### src/design/b64d_pkg.sv
// ----------------------------------------------------------------------------
// b64d_pkg
// Shared types and constants for the custom-alphabet base64 decoder.
// ----------------------------------------------------------------------------
package b64d_pkg;

  localparam int CharW      = 8;
  localparam int SextW      = 6;
  localparam int AlphaSize  = 64;
  localparam int AlphaWords = 8;
  localparam int CfgIdxW    = 3;
  localparam int CfgDataW   = 64;
  localparam int QDepth     = 2;
  localparam int QPtrW      = $clog2(QDepth);
  localparam int QCntW      = $clog2(QDepth + 1);

  localparam logic [CharW-1:0] ChSpace   = 8'h20;
  localparam logic [CharW-1:0] ChNewline = 8'h0A;
  localparam logic [CharW-1:0] ChPad     = 8'h3D;

  typedef logic [SextW-1:0] sextet_t;

  // One decoded group: up to three bytes and how many of them are valid (1..3)
  typedef struct packed {
    logic [CharW-1:0] b2;
    logic [CharW-1:0] b1;
    logic [CharW-1:0] b0;
    logic [1:0]       count;
  } group_t;

  typedef struct packed {
    logic   push;
    group_t grp;
  } qwrite_t;

  typedef struct packed {
    logic   valid;
    group_t grp;
  } qread_t;

endpackage

### src/design/b64d_front.sv
// ----------------------------------------------------------------------------
// b64d_front
// Accepts characters, drops whitespace, maps each kept character through the
// alphabet and assembles groups of four sextets into byte groups.
// ----------------------------------------------------------------------------
module b64d_front
  import b64d_pkg::*;
(
  input  logic                clk,
  input  logic                rst,
  input  logic                cfg_we,
  input  logic [CfgIdxW-1:0]  cfg_index,
  input  logic [CfgDataW-1:0] cfg_data,
  input  logic                in_valid,
  input  logic [CharW-1:0]    in_char,
  input  logic                in_end,
  output logic                in_ready,
  input  logic                q_full,
  output qwrite_t             q_wr
);

  logic [CfgDataW-1:0] alphabet [AlphaWords];
  sextet_t             store [3];
  logic [1:0]          group_count;
  logic [2:0]          pad_count;

  logic       accept;
  logic       skip;
  sextet_t    sext;
  logic [2:0] pad_new;
  logic [2:0] pad_eff;
  logic       emit;
  sextet_t    s2;
  sextet_t    s3;
  sextet_t    s2z;
  sextet_t    s3z;

  assign in_ready = !q_full;
  assign accept   = in_valid && in_ready;
  assign skip     = !in_end && (in_char == ChSpace || in_char == ChNewline);

  // lowest matching index wins; no match gives zero
  always_comb begin
    sext = '0;
    for (int k = AlphaSize - 1; k >= 0; k--) begin
      if (alphabet[k / 8][8 * (k % 8) +: 8] == in_char) begin
        sext = SextW'(k);
      end
    end
  end

  always_comb begin
    pad_new = pad_count;
    if (in_char == ChPad && pad_count != 3'd7) begin
      pad_new = pad_count + 3'd1;
    end
  end

  always_comb begin
    if (in_end) begin
      emit    = (group_count != 2'd0);
      pad_eff = pad_count;
      s2      = store[2];
      s3      = '0;
    end else begin
      emit    = (group_count == 2'd3);
      pad_eff = pad_new;
      s2      = store[2];
      s3      = sext;
    end
    s3z = (pad_eff >= 3'd1) ? '0 : s3;
    s2z = (pad_eff == 3'd2) ? '0 : s2;
    q_wr.grp.b0    = {store[0], store[1][5:4]};
    q_wr.grp.b1    = {store[1][3:0], s2z[5:2]};
    q_wr.grp.b2    = {s2z[1:0], s3z};
    q_wr.grp.count = 2'(3'd3 - pad_eff);
    q_wr.push      = accept && !skip && emit && (pad_eff < 3'd3);
  end

  always_ff @(posedge clk) begin
    if (rst) begin
      for (int i = 0; i < AlphaWords; i++) alphabet[i] <= '0;
    end else if (cfg_we) begin
      alphabet[cfg_index] <= cfg_data;
    end
  end

  always_ff @(posedge clk) begin
    if (rst) begin
      group_count <= '0;
      pad_count   <= '0;
      for (int i = 0; i < 3; i++) store[i] <= '0;
    end else if (accept && !skip) begin
      if (emit) begin
        group_count <= '0;
        pad_count   <= '0;
        for (int i = 0; i < 3; i++) store[i] <= '0;
      end else if (!in_end) begin
        store[group_count] <= sext;
        group_count        <= group_count + 2'd1;
        pad_count          <= pad_new;
      end
    end
  end

endmodule

### src/design/b64d_queue.sv
// ----------------------------------------------------------------------------
// b64d_queue
// Short queue of decoded groups between the front and the byte serialiser.
// ----------------------------------------------------------------------------
module b64d_queue
  import b64d_pkg::*;
(
  input  logic    clk,
  input  logic    rst,
  input  qwrite_t q_wr,
  output logic    q_full,
  input  logic    pop,
  output qread_t  q_rd
);

  group_t           slots [QDepth];
  logic [QPtrW-1:0] wr_ptr;
  logic [QPtrW-1:0] rd_ptr;
  logic [QCntW-1:0] count;
  logic             do_pop;

  assign q_full     = (count == QCntW'(QDepth));
  assign q_rd.valid = (count != '0);
  assign q_rd.grp   = slots[rd_ptr];
  assign do_pop     = pop && q_rd.valid;

  always_ff @(posedge clk) begin
    if (q_wr.push) begin
      slots[wr_ptr] <= q_wr.grp;
    end
  end

  always_ff @(posedge clk) begin
    if (rst) begin
      wr_ptr <= '0;
      rd_ptr <= '0;
      count  <= '0;
    end else begin
      if (q_wr.push) begin
        wr_ptr <= (wr_ptr == QPtrW'(QDepth - 1)) ? '0 : wr_ptr + 1'b1;
      end
      if (do_pop) begin
        rd_ptr <= (rd_ptr == QPtrW'(QDepth - 1)) ? '0 : rd_ptr + 1'b1;
      end
      if (q_wr.push && !do_pop) begin
        count <= count + QCntW'(1);
      end else if (!q_wr.push && do_pop) begin
        count <= count - QCntW'(1);
      end
    end
  end

endmodule

### src/design/b64d_back.sv
// ----------------------------------------------------------------------------
// b64d_back
// Takes decoded groups from the queue and sends their bytes one per item,
// marking the final byte of each group.
// ----------------------------------------------------------------------------
module b64d_back
  import b64d_pkg::*;
(
  input  logic             clk,
  input  logic             rst,
  input  qread_t           q_rd,
  output logic             pop,
  output logic             out_valid,
  input  logic             out_ready,
  output logic [CharW-1:0] out_data,
  output logic             out_last
);

  group_t     cur;
  logic       busy;
  logic [1:0] idx;
  logic       fire;

  assign out_valid = busy;
  assign out_last  = (idx == cur.count - 2'd1);
  assign fire      = busy && out_ready;
  assign pop       = q_rd.valid && (!busy || (fire && out_last));

  always_comb begin
    unique case (idx)
      2'd0:    out_data = cur.b0;
      2'd1:    out_data = cur.b1;
      default: out_data = cur.b2;
    endcase
  end

  always_ff @(posedge clk) begin
    if (pop) begin
      cur <= q_rd.grp;
    end
  end

  always_ff @(posedge clk) begin
    if (rst) begin
      busy <= 1'b0;
      idx  <= '0;
    end else if (pop) begin
      busy <= 1'b1;
      idx  <= '0;
    end else if (fire) begin
      if (out_last) begin
        busy <= 1'b0;
        idx  <= '0;
      end else begin
        idx <= idx + 2'd1;
      end
    end
  end

endmodule

### src/design/base64_decoder_custom_alphabet.sv
// ----------------------------------------------------------------------------
// base64_decoder_custom_alphabet
// Base64 decoder with a 64-entry alphabet loaded through a write port.
// ----------------------------------------------------------------------------
// The slave stream takes one character per cycle. Spaces and newlines are
// dropped; every other character is matched against all 64 alphabet bytes at
// once (lowest index wins, no match gives zero) and joins the current group.
// The fourth kept character closes a group, tlast on the slave side flushes a
// partial group with zero sextets and its character is not decoded. A closed
// group yields 3 minus the number of '=' seen in it (nothing for three or
// more) as bytes on the master stream, one per cycle while m_tready is high,
// tlast set on the last byte of the group. A two-entry group queue parts the
// character side from the byte side, so input keeps flowing at one item per
// cycle while bytes drain; input stalls only when both queue entries and the
// serialiser are occupied, e.g. after flushes that follow one another closely.
// The user must write alphabet words with cfg_we while idle (not enforced).
// Word i holds entries 8i..8i+7, entry 8i in the low byte.
// ----------------------------------------------------------------------------
module base64_decoder_custom_alphabet
  import b64d_pkg::*;
(
  input  logic                clk,
  input  logic                rst,
  // configuration write port
  input  logic                cfg_we,
  input  logic [CfgIdxW-1:0]  cfg_index,
  input  logic [CfgDataW-1:0] cfg_data,
  // character stream
  input  logic                s_tvalid,
  output logic                s_tready,
  input  logic [CharW-1:0]    s_tdata,   // [7:0] char_byte
  input  logic                s_tlast,   // end_of_input
  // decoded byte stream
  output logic                m_tvalid,
  input  logic                m_tready,
  output logic [CharW-1:0]    m_tdata,   // [7:0] data_byte
  output logic                m_tlast    // last_of_group
);

  qwrite_t q_wr;
  qread_t  q_rd;
  logic    q_full;
  logic    pop;

  // classify, look up and assemble groups
  b64d_front u_front (
    .clk       (clk),
    .rst       (rst),
    .cfg_we    (cfg_we),
    .cfg_index (cfg_index),
    .cfg_data  (cfg_data),
    .in_valid  (s_tvalid),
    .in_char   (s_tdata),
    .in_end    (s_tlast),
    .in_ready  (s_tready),
    .q_full    (q_full),
    .q_wr      (q_wr)
  );

  // decoupling queue of finished groups
  b64d_queue u_queue (
    .clk    (clk),
    .rst    (rst),
    .q_wr   (q_wr),
    .q_full (q_full),
    .pop    (pop),
    .q_rd   (q_rd)
  );

  // byte serialiser
  b64d_back u_back (
    .clk       (clk),
    .rst       (rst),
    .q_rd      (q_rd),
    .pop       (pop),
    .out_valid (m_tvalid),
    .out_ready (m_tready),
    .out_data  (m_tdata),
    .out_last  (m_tlast)
  );

endmodule
### config.mk
export PLATFORM = sky130hd
export DESIGN_NAME = base64_decoder_custom_alphabet
export DESIGN_NICKNAME = d
export VERILOG_FILES = /design/src/design/b64d_pkg.sv /design/src/design/b64d_front.sv /design/src/design/b64d_queue.sv /design/src/design/b64d_back.sv /design/src/design/base64_decoder_custom_alphabet.sv
export SDC_FILE = /design/constraint.sdc
export NUM_CORES = 1
export LEC_CHECK = 0
export BUFFER_PORTS_ARGS = -buffer_cell sky130_fd_sc_hd__clkbuf_2
export CAP_MARGIN = 20
export CORE_AREA = 4 4 324 326
export DETAILED_ROUTE_END_ITERATION = 12
export DIE_AREA = 0 0 328 330
export PLACE_DENSITY = 0.49
export SLEW_MARGIN = 20
export SYNTH_ARGS = -nofsm -noshare
export SYNTH_HDL_FRONTEND = slang
export SYNTH_SLANG_ARGS = --single-unit
export TNS_END_PERCENT = 100
### constraint.sdc
create_clock -name clk -period 7.2 [get_ports clk]
set_clock_uncertainty 0.05 [all_clocks]
set_input_delay 0.36 -clock clk [delete_from_list [all_inputs] [get_ports clk]]
set_output_delay 0.36 -clock clk [all_outputs]
set_load 0.01 [all_outputs]
; ---- After elaboration in Yosys (flattened, before gate mapping)
; Memory sizes are Yosys's and may differ from the RTL's. A register that Yosys moved wholly into a read port is not among the register bits.
; Index checks and enable logic that the tools add are counted.
[classes]
add_sub_neg = 9
n_lt_le_gt_ge = 2
n_eq_ne = 74
n_mux = 107
bitwise = 3
n_reduce_logical = 31
[op_table]
columns = operator, count
row1 = equality test 8 bit, 64
row2 = two-way mux 6 bit, 71
row3 = two-way mux 64 bit, 1
row4 = OR reduction 64 bit, 1
row5 = two-way mux 1 bit, 24
row6 = "equality test 8 x 6 -> 1 bit, second input constant", 2
row7 = case mux 8 bit (2 select lines), 1
row8 = logical AND 1 bit, 12
row9 = two-way mux 2 bit, 6
row10 = two-way mux 3 bit, 4
row11 = nonzero test 2 bit, 5
row12 = "equality test 8 x 4 -> 1 bit, second input constant", 1
row13 = "adder 2 x 1 -> 2 bit, second input constant", 3
row14 = logical NOT 1 bit, 6
row15 = OR reduction 6 bit, 1
row16 = "equality test 2 bit, second input constant", 2
row17 = AND reduction 2 bit, 2
row18 = "subtractor 2 x 1 -> 2 bit, second input constant", 2
row19 = "adder 3 x 1 -> 3 bit, second input constant", 1
row20 = "equality test 3 x 2 -> 1 bit, second input constant", 1
row21 = ">= comparator 3 x 1 -> 1 bit, second input constant", 1
row22 = "< comparator 3 x 2 -> 1 bit, second input constant", 1
row23 = "inequality test 3 bit, second input constant", 1
row24 = OR 1 bit, 3
row25 = other kinds (8), 10
[word_totals]
reg_bits = 12
ramBits = 582
input_bits = 81
out_inout_bits = 11
elab_cells = 236
mem_count = 3
[memory_table]
columns = memory, depth, width, rd, rd_clocked_by_memory_dff, write_ports, line_no
row1 = u_front.alphabet, 8, 64, 8, 0, 8, b64d_front.sv:22  ; logic [CfgDataW-1:0] alphabet [AlphaWords];
row2 = u_queue.slots, 2, 26, 1, 1, 1, b64d_queue.sv:16  ; group_t slots [QDepth];
row3 = u_front.store, 3, 6, 3, 0, 3, b64d_front.sv:23  ; sextet_t store [3];

; ---- Longest topological paths before layout
[logic_depth]
word_depth = 67
ltp_mapped = 13
depth_no_buf = 12

; ---- Hierarchy
; From an unflattened synthesis, not the netlist that was laid out.
[unflattened]
hier_cells = 2287
area_unflattened_um2 = 30312.8
[modules_own_cells]
columns = mod, instances, cells_each, area_per_inst_um2, seq_area_each_um2
row1 = b64d_front, 1, 2107, 27118.5, 16015.4
row2 = b64d_queue, 1, 103, 2085.8, 1661.6
row3 = b64d_back, 1, 77, 1108.6, 840.8

; ---- Least setup slack after synthesis
; Ideal clock, no wire load.
[synth_timing]
kind = flip-flop to flip-flop
startpoint = register u_front.pad_count[0]
endpoint = memory u_queue.slots[0][0] (netlist bit), enable pin
setup_time_ps = 442
arrival_time_ps = 3385
t_required_ps = 6708
slack_ps = 3323
path_stages_with_launch = 9
path_buffers = 1
period_less_slack_ps = 3877
path_cell_list = dfxtp_1 -> ha_1 -> ha_1 -> nand4b_1 -> nor4_1 -> nor2b_1 -> buf_4 -> a21oi_1 -> nor3_1
[synth_between]
elab_chain_cells = 8
elab_cells_between_ends = 9
cone_classes = 1 x add/sub / 1 x order compare / 1 x eq/ne / 4 x mux / 2 x reduce/logical
[synth_rtl]
columns = element, line_no
row1 = start: declaration, b64d_front.sv:25  ; logic [2:0] pad_count;
row2 = start signal: assignment, b64d_front.sv:101  ; pad_count <= pad_new;
row3 = "parallel branches: the longest is 3 deep, another holds adder 3 x 1 -> 3 bit", -
row4 = two-way mux 3 bit (*), -
row5 = < comparator 3 x 2 -> 1 bit (*), b64d_front.sv:77  ; q_wr.push = accept && !skip && emit && (pad_eff < 3'd3);
row6 = logical AND 1 bit (*), b64d_front.sv:77
row7 = two-way mux 1 bit (*), b64d_queue.sv:28  ; if (q_wr.push) begin
row8 = two-way mux 1 bit (implied by the code) (*), b64d_queue.sv:29  ; slots[wr_ptr] <= q_wr.grp;
row9 = end: declaration, b64d_queue.sv:16
; Every way passes the cells marked *.

==> results.json <==
{
  "dr_total_vias": 17800,
  "stdcell_area_um2": 34500,
  "setup_viol": 0,
  "numPortBuffers": 91,
  "core_area_um2": 102000,
  "row_count": 117,
  "syn_nets": 2412,
  "vdd_drop_max_v": 0.000167,
  "tightest_slew_ps": 1110,
  "yosys_warnings": 0,
  "drc": 0,
  "die_x_um": 328,
  "worst_hold_path_type": "input pin to flop",
  "arrival_ps": 3980,
  "ys_async_sr_fraction_pct": 0,
  "netlist_instances": 2322,
  "wl_per_cell_um": 22.8,
  "viasPerCell": 4.68,
  "detail-route-antenna-nets": 0,
  "ios": 92,
  "start_util_pct": 30.0,
  "final.period_utilization_pct": 51.0,
  "drv_cap": 0,
  "worstSkewPairLatency_ps": 650,
  "grt_pass1_wl_mm": 128,
  "place_ws_ps": 2940,
  "netlist_area_um2": 30500,
  "path_class": "input pin to flop",
  "cts.htree.levels": 3,
  "required_ps": 7510,
  "grtUsageTotal_pct": 16.0,
  "fill_cells": 9936,
  "cts_tree": "built",
  "postPlaceCellArea_um2": 32100,
  "synthFlopType": "edfxtp_1",
  "hpwl_mm": 53.6,
  "crit_path_end_kind": "flop",
  "rsz0062_at_grt": "no",
  "chipHeight_um": 330,
  "period_needed_ps": 3670,
  "clock_sinks": 620,
  "syn_avg_cell_area_um2": 13.1,
  "cp_max_fo": 23,
  "drt-pass1-iter-count": 7,
  "report.final.slew_viol_count": 0,
  "clk_pin_slew_worst_paths_ps": 60,
  "drive_gt1_share_pct": 11.9,
  "gp_congestion": 0.885,
  "cts_buffers": 75,
  "drt-initial-drc-count": 1213,
  "p_leak_uw": 0.0121,
  "synth_cell_types": 74,
  "fmax_mhz": 272,
  "worst_setup_path_start_kind": "input pin",
  "post_cts_buffers": 0,
  "total_power_uw": 9010,
  "die-area_um2": 108000,
  "overflow": 0,
  "final_hold_viol_count": 0,
  "synth.ff_latch_count": 620,
  "power.density_nw_per_um2": 261,
  "nets": 2483,
  "wl_mm": 86.7,
  "clockBufferDepth": 3,
  "grt_max_degree": 66,
  "status": "finished, final reports clean",
  "tns_ps": 0,
  "cts-resized-gates": 0,
  "synth-edff-count": 608,
  "root_buffer": "clkbuf_16",
  "finalWorstSetupSlack_ps": 3530,
  "ys_seq_area_share_pct": 60.6,
  "grt_pass1_vias": 18700,
  "ctsHoldBuffers": 0,
  "area_growth_pct": 13.1,
  "max_slew_margin_pct": 25.9,
  "antenna_found_initial": 4
}
-- cell usage in the layout (no fill, tap or decap), types with 15 or more instances in the layout --
cell,instances
clkbuf_16,76
xor2_1,362
and2_1,524
nand4_1,50
edfxtp_1,608
buf_4,35
xnor2_1,156
clkbuf_2,83
nand2_1,91
a21oi_1,19
nor3_1,15
nor4_1,89
mux2_2,26
clkinv_1,17
nor2_1,69
-- cell type report --
type,instances,area (um^2),area share [%]
antenna,2,5.00,0.0145
clock buffer,89,1960,5.68
clock inverter,34,337,0.976
inverter,12,45.0,0.131
multi-input combinational,1561,11100,32.3
sequential,620,18500,53.6
tap,1368,1710,4.96
timing repair buffer,123,793,2.30
-- critical path: stages --
cell     delay (ps)
buf_4           400
buf_4           510
xnor2_1         190
nand4_1         120
nor2_1          580
nor3_1          280
nor4_1          590
a21bo_1         300
o31ai_2         410
o21ai_1         170
-- cell usage after synthesis (all sizes together), types with 3 or more instances --
| master | count | area (um^2) |
|---|---|---|
| a211o | 3 | 26.3 |
| a211oi | 4 | 35.0 |
| a21oi | 21 | 109 |
| a22oi | 14 | 105 |
| and2 | 525 | 3280 |
| buf | 66 | 662 |
| clkbuf | 63 | 236 |
| dfxtp | 12 | 240 |
| edfxtp | 608 | 18300 |
| ha | 9 | 113 |
| inv | 12 | 45.0 |
| mux2 | 26 | 293 |
| mux2i | 4 | 40.0 |
| nand2 | 93 | 354 |
| nand2b | 6 | 37.5 |
| nand3 | 4 | 20.0 |
| nand3b | 6 | 45.0 |
| nand4 | 50 | 313 |
| nand4b | 6 | 52.6 |
| nor2 | 75 | 282 |
| nor2b | 7 | 43.8 |
| nor3 | 19 | 100 |
| nor4 | 96 | 662 |
| o2111ai | 5 | 50.0 |
| o211ai | 5 | 42.5 |
| o21ai | 16 | 80.1 |
| o31ai | 5 | 61.3 |
| or2 | 13 | 81.3 |
| xnor2 | 156 | 1370 |
| xor2 | 362 | 3170 |
-- cells by family (layout without fill, tap and decap cells) --
| logic type | after synthesis | count (layout) | share of synthesized area [%] |
|---|---|---|---|
| and+or+nand+nor | 909 | 909 | 17.6 |
| DFF | 620 | 620 | 60.6 |
| xor gates and xnor gates | 518 | 518 | 14.9 |
| buffers and inverters | 141 | 258 | 3.09 |
| AOI/OAI and AO/OA | 95 | 95 | 2.36 |
| muxes | 30 | 30 | 1.09 |
| adders and majority gates | 9 | 9 | 0.369 |
| other | 0 | 2 | 0 |
-- state kept, by name, summed over array words and instances (netlist names) --
signal	cells
u_queue.rd_ptr	1
u_queue.slots	52
u_queue.wr_ptr	1
u_back.idx	2
u_queue.count	2
u_front.group_count	2
u_front.pad_count	3
u_front.alphabet	512
u_front.store	18
u_back.out_valid	1
u_back.cur	26
-- power breakdown --
group	internal, uW	total, uW	leakage (uW)	switching [uW]
clock	2090	3610	0.00112	1530
combinational	364	996	0.00510	632
sequential	4290	4400	0.00591	117
-- per-stage QoR --
| stage | instances | hold WS (ps) | utilization (%) |
|---|---|---|---|
| 3_3_place_gp | 3680 | 378 | 31.6 |
| 3_5_place_dp | 3681 | 390 | 31.6 |
| 6_report | 3809 | 43.5 | 33.9 |
| 5_1_grt | 3807 | 38.3 | 33.9 |
| 2_1_floorplan | 2322 | 371 | - |
| 4_1_cts | 3804 | 2.92 | 33.8 |
-- worst paths after layout --
kind | cells past startpoint | start | endpoint | slack (ps)
setup / recovery | 10 | s_tdata[1] | u_queue.slots[1][18] | 3530
hold / removal | 4 | m_tready | u_back.out_valid | 40
setup reg to reg | 10 | u_front.pad_count[0] | u_queue.slots[1][18] | 3660
hold reg to reg | 0 | u_front.store[1][5] | u_queue.slots[0][3] | 400
-- layer usage --
layer  GRT usage (%)  vias up  wire length, um
met3            2.75      142             3480
met1            20.3     9060            37800
li1                -     8231                -
met4            4.16        2             2070
met5               0        -                9
met2            28.2      388            43300
Power figures use the tool's default switching activity.
